**config.mk**
```make
export PLATFORM = sky130hd
export DESIGN_NAME = gtp_ctrl
export DESIGN_NICKNAME = d
export VERILOG_FILES = /design/src/hdl/gtp_pkg.sv /design/src/hdl/gtp_ctrl.sv
export SDC_FILE = /design/constraint.sdc
export NUM_CORES = 1
export LEC_CHECK = 0
export ABC_AREA = 1
export BUFFER_PORTS_ARGS = -buffer_cell sky130_fd_sc_hd__buf_4
export CAP_MARGIN = 20
export CORE_MARGIN = 2
export CORE_UTILIZATION = 48
export CTS_BUF_LIST = sky130_fd_sc_hd__clkbuf_2 sky130_fd_sc_hd__clkbuf_4 sky130_fd_sc_hd__clkbuf_8
export DETAILED_ROUTE_END_ITERATION = 10
export GPL_ROUTABILITY_DRIVEN = 0
export GPL_TIMING_DRIVEN = 1
export PLACE_DENSITY_LB_ADDON = 0.2
export SLEW_MARGIN = 20
export SYNTH_ARGS = -nofsm -noshare
export SYNTH_HDL_FRONTEND = slang
export SYNTH_SLANG_ARGS = --single-unit
```
**constraint.sdc**
```tcl
create_clock -name clk -period 1.8 [get_ports clk]
set_input_delay 0.09 -clock clk [delete_from_list [all_inputs] [get_ports clk]]
set_output_delay 0.09 -clock clk [all_outputs]
set_load 0.05 [all_outputs]
```
**src/hdl/gtp_pkg.sv**
```systemverilog
// Shared types and constants for the go-to-point velocity profile block.
// No dependencies; imported by the datapath, the controller and the top level.
package gtp_pkg;

  localparam int ATAN_N = 24;

  // Arc tangent of 2^-i at 2^32 per full turn.
  localparam logic [31:0] ATAN_TAB [ATAN_N] = '{
    32'h20000000, 32'h12E4051E, 32'h09FB385B, 32'h051111D4, 32'h028B0D43, 32'h0145D7E1,
    32'h00A2F61E, 32'h00517C55, 32'h0028BE53, 32'h00145F2F, 32'h000A2F98, 32'h000517CC,
    32'h00028BE6, 32'h000145F3, 32'h0000A2FA, 32'h0000517D, 32'h000028BE, 32'h0000145F,
    32'h00000A30, 32'h00000518, 32'h0000028C, 32'h00000146, 32'h000000A3, 32'h00000051
  };

  localparam logic [7:0] REG_TARGET_X      = 8'd0;
  localparam logic [7:0] REG_TARGET_Y      = 8'd1;
  localparam logic [7:0] REG_REVERSE_MODE  = 8'd2;
  localparam logic [7:0] REG_ANG_ACCEL     = 8'd3;
  localparam logic [7:0] REG_ANG_SPEED_MAX = 8'd4;
  localparam logic [7:0] REG_LIN_ACCEL     = 8'd5;
  localparam logic [7:0] REG_LIN_SPEED_MAX = 8'd6;
  localparam logic [7:0] REG_LIN_DECEL     = 8'd7;

  // Divider operand selects.
  localparam logic [1:0] DSEL_THR  = 2'd0;
  localparam logic [1:0] DSEL_AMAG = 2'd1;
  localparam logic [1:0] DSEL_DMAX = 2'd2;

  // Square root operand selects.
  localparam logic SSEL_DIST = 1'b0;
  localparam logic SSEL_LMAG = 1'b1;

  // 0.97 as a 16-bit fraction.
  localparam logic [15:0] DECAY_MUL = 16'd63570;

  typedef struct packed {
    logic       load;
    logic       cordic_init;
    logic       cordic_step;
    logic       err_calc;
    logic       thr_prep;
    logic       div_go;
    logic [1:0] div_sel;
    logic       ang_ramp;
    logic       ang_mag;
    logic       align_upd;
    logic       decay_mul;
    logic       decay;
    logic       sqrt_go;
    logic       sqrt_sel;
    logic       dist_cap;
    logic       lin_ramp;
    logic       lin_prod;
    logic       lin_mag;
    logic       commit;
  } dp_cmd_t;

  typedef struct packed {
    logic cordic_last;
    logic div_busy;
    logic sqrt_busy;
    logic ang_far;
    logic al_next;
    logic misaligned;
    logic lin_far;
    logic out_free;
  } dp_stat_t;

endpackage

```
**src/hdl/gtp_ctrl.sv**
```systemverilog
// Sequencer that steps one control tick through the datapath.
// Depends on gtp_pkg; drives gtp_datapath with commands and reads its status.
module gtp_ctrl
  import gtp_pkg::*;
(
  input  logic     clk,
  input  logic     rst,
  input  logic     s_tvalid,
  output logic     s_tready,
  input  dp_stat_t stat,
  output dp_cmd_t  cmd
);

  localparam logic [4:0] S_IDLE   = 5'd0;
  localparam logic [4:0] S_INIT   = 5'd1;
  localparam logic [4:0] S_CORD   = 5'd2;
  localparam logic [4:0] S_ERR    = 5'd3;
  localparam logic [4:0] S_THR    = 5'd4;
  localparam logic [4:0] S_THR_W  = 5'd5;
  localparam logic [4:0] S_ANG    = 5'd6;
  localparam logic [4:0] S_AMAG_W = 5'd7;
  localparam logic [4:0] S_LIN    = 5'd8;
  localparam logic [4:0] S_DECAY  = 5'd9;
  localparam logic [4:0] S_DIST_W = 5'd10;
  localparam logic [4:0] S_DMAX   = 5'd11;
  localparam logic [4:0] S_DMAX_W = 5'd12;
  localparam logic [4:0] S_LDEC   = 5'd13;
  localparam logic [4:0] S_LMAG   = 5'd14;
  localparam logic [4:0] S_LMAG_W = 5'd15;
  localparam logic [4:0] S_DONE   = 5'd16;

  logic [4:0] state, state_next;

  always_ff @(posedge clk) begin
    if (rst) begin
      state <= S_IDLE;
    end else begin
      state <= state_next;
    end
  end

  assign s_tready = (state == S_IDLE);

  always_comb begin
    cmd        = '0;
    cmd.div_sel = DSEL_THR;
    cmd.sqrt_sel = SSEL_DIST;
    state_next = state;
    unique case (state)
      S_IDLE: begin
        if (s_tvalid) begin
          cmd.load   = 1'b1;
          state_next = S_INIT;
        end
      end
      S_INIT: begin
        cmd.cordic_init = 1'b1;
        state_next      = S_CORD;
      end
      S_CORD: begin
        cmd.cordic_step = 1'b1;
        if (stat.cordic_last) begin
          state_next = S_ERR;
        end
      end
      S_ERR: begin
        cmd.err_calc = 1'b1;
        state_next   = S_THR;
      end
      S_THR: begin
        cmd.thr_prep = 1'b1;
        cmd.div_go   = 1'b1;
        cmd.div_sel  = DSEL_THR;
        state_next   = S_THR_W;
      end
      S_THR_W: begin
        if (!stat.div_busy) begin
          state_next = S_ANG;
        end
      end
      S_ANG: begin
        if (stat.ang_far) begin
          cmd.ang_ramp = 1'b1;
          state_next   = S_LIN;
        end else begin
          cmd.div_go  = 1'b1;
          cmd.div_sel = DSEL_AMAG;
          state_next  = S_AMAG_W;
        end
      end
      S_AMAG_W: begin
        if (!stat.div_busy) begin
          cmd.ang_mag = 1'b1;
          state_next  = S_LIN;
        end
      end
      S_LIN: begin
        cmd.align_upd = 1'b1;
        if (!stat.al_next) begin
          state_next = S_DONE;
        end else if (stat.misaligned) begin
          cmd.decay_mul = 1'b1;
          state_next    = S_DECAY;
        end else begin
          cmd.sqrt_go  = 1'b1;
          cmd.sqrt_sel = SSEL_DIST;
          state_next   = S_DIST_W;
        end
      end
      S_DECAY: begin
        cmd.decay  = 1'b1;
        state_next = S_DONE;
      end
      S_DIST_W: begin
        if (!stat.sqrt_busy) begin
          cmd.dist_cap = 1'b1;
          state_next   = S_DMAX;
        end
      end
      S_DMAX: begin
        cmd.div_go  = 1'b1;
        cmd.div_sel = DSEL_DMAX;
        state_next  = S_DMAX_W;
      end
      S_DMAX_W: begin
        if (!stat.div_busy) begin
          state_next = S_LDEC;
        end
      end
      S_LDEC: begin
        if (stat.lin_far) begin
          cmd.lin_ramp = 1'b1;
          state_next   = S_DONE;
        end else begin
          cmd.lin_prod = 1'b1;
          state_next   = S_LMAG;
        end
      end
      S_LMAG: begin
        cmd.sqrt_go  = 1'b1;
        cmd.sqrt_sel = SSEL_LMAG;
        state_next   = S_LMAG_W;
      end
      S_LMAG_W: begin
        if (!stat.sqrt_busy) begin
          cmd.lin_mag = 1'b1;
          state_next  = S_DONE;
        end
      end
      S_DONE: begin
        if (stat.out_free) begin
          cmd.commit = 1'b1;
          state_next = S_IDLE;
        end
      end
      default: begin
        state_next = S_IDLE;
      end
    endcase
  end

endmodule

```
==> results.ini <==
[run_status]
status=finished clean

[route]
drt-met1-wl_um=862
top_layer=met4
drt_pass1_iterations=4
ant_nets=0
wl_per_cell_um=11.23
via_per_inst=5.228
drtIter0Drc=39
wl_met3_um=197
wl_met2_um=953
post-route-drc-count=0
drt_wl_total_um=2021
vias=941

[sta]
post-route-min-period_ns=1.650
setup_viol=0
rsz0062_at_grt=false
finalHoldViolCount=0
fin_crit_sh_pct=91.65
slew_viol_final=0
clock.fmax_mhz=606.2
fin_skew_ns=0.006124
relSlewSlack_pct=78.41
tightest_slew_ns=0.3234

[layout]
areaGrowthSynthToFinish_pct=39.47
fillers=124
largest_register_ffs=5
fin_util_pct=73.68
drive_above_1_share_pct=37.58
fin_nets=177
fin_cells=180
top_register=state
multi_input_area_um2=526.8
seq_area_um2=100.1
n_antenna_cell=0
top_regs=state (5)

[critical_path]
crit_path_start_kind=register
critical_path_class=register to output pin
worstPathRequired_ns=1.71
cp-end-kind=output pin
cp_max_fo=7
arrival_ns=1.56

[synthesis]
synth.most_common_cell=nand2_1
synthFlopType=dfxtp_1
yosysTopAreaCellShare_pct=22.63
synth-edff-count=0
yosysTopAreaCell=nand2_1
synth-seq-area-share_pct=14.04
syn_area_per_cell_um2=5.444
ys_ff_latch=5
synthTopCellsByArea=nand2_1 23%, dfxtp_1 14%, nor2_1 10%, inv_1 8.9%, nand3_1 7.7%
async_flop_share_pct=0
ys_warn_count=0
syn_nets=142
synth_commonest_cells=43 x nand2_1, 19 x nor2_1, 17 x inv_1
synth_area_um2=713.2
synth_cell_types=18
synthCells=131

[power_and_ir_drop]
irDropWorstVdd_v=0.001017
power_density_nw_per_um2=1208
p_leak_nw=0.6363

[job]
maxCapViolCount=0

[worst_hold_path]
hold_class=input port to register

[cts]
hold_buffers=0
post_cts_buffers=0
clk_latency_ns=0.25
clockRootBuffer=clkbuf_4
ctsResizeCount=0
clkTransAtPathRegs_ns=0.05
cts_buffers=3
htree_num_levels=1
clockBufferDepth=2
clock_sinks=5
cts_tree=done

[die]
coreArea_um2=1350
die-width_um=42.55
die_y_um=42.55
initial_core_util_pct=52.83
rows=13
die_area_um2=1810
ios=32

[grt]
grt_pass1_wl_um=3387
grt_usage_pct=24.12
grt_max_degree=9
grt_pass1_vias=823
grt_antenna_before_repair=0
overflow=0

[placement]
portBuffers=31
dp.cells=176
place_hpwl_um=1658

==> metrics by stage <==
| stage | worst slack, ns | power [W] | area, µm² | hold WS, ns | setup TNS, ns |
|---|---|---|---|---|---|
| after global routing | 0.01947 | 0.001282 | 994.7 | 0.03532 | 0 |
| after detailed placement | 0.3459 | 0.001046 | 964.7 | 0.2966 | 0 |
| final | 0.1503 | 0.001201 | 994.7 | 0.03302 | 0 |
| after floorplan | -0.01013 | 0.0008311 | 724.4 | 0.1591 | -0.01013 |
| after global placement | 0.3876 | 0.001034 | 964.7 | 0.2893 | 0 |
| after CTS | 0.1720 | 0.001200 | 994.7 | 0.03237 | 0 |
==> placed cells by master (no fill, tap or decap), drive strengths merged <==
cell type	instances
nand2	45
buf	31
nor2	27
inv	23
nand3	16
a21oi	8
dfxtp	5
clkbuf	4
nand4	3
nor3	1
nand3b	1
nor4	1
==> cells by family after synthesis <==
family                 count (synthesis)  synth area share, %
and+or+nand+nor                       94                65.61
DFF                                    5                14.04
buffers and inverters                 24                13.68
AOI/OAI and AO/OA                      8                6.667
==> path summary, 6_finish.rpt <==
check	depth (start not counted)	slack [ns]	from	endpoint
min	2	0.03	rst	state[0]$_SDFFE_PP0P_
max	6	0.15	state[4]$_SDFFE_PP0P_	cmd[14]
min reg2reg	2	0.53	state[2]$_SDFFE_PP0P_	state[2]$_SDFFE_PP0P_
max reg2reg	9	0.31	state[4]$_SDFFE_PP0P_	state[2]$_SDFFE_PP0P_
==> critical path: stages, from the launching register on <==
cell and delay [ns]:
dfxtp_1 0.40, inv_2 0.18, nand2_1 0.12, nor2_2 0.17, nand2_1 0.13, nand3_1 0.11, buf_4 0.20
==> routing by layer <==
layer | GRT usage (%) | vias to the layer above
met3 | 8.621 | 2
met4 | 6.875 | 0
met1 | 30.59 | 401
met5 | 0 | -
met2 | 38.15 | 57
li1 | - | 481
==> power by group <==
part	total [W]	internal (W)	switching [W]
Clock	0.000153	0.0000994	0.0000540
Combinational	0.000854	0.000250	0.000605
Sequential	0.000194	0.000138	0.0000556
==> area by class of cell <==
class | instances | share of cell area [%]
clock buffer | 4 | 3.019
inverter | 23 | 8.679
tap | 15 | 1.887
timing repair buffer | 31 | 23.40
sequential | 5 | 10.06
multi-input combinational | 102 | 52.96
(Power assumes the default switching activity.)
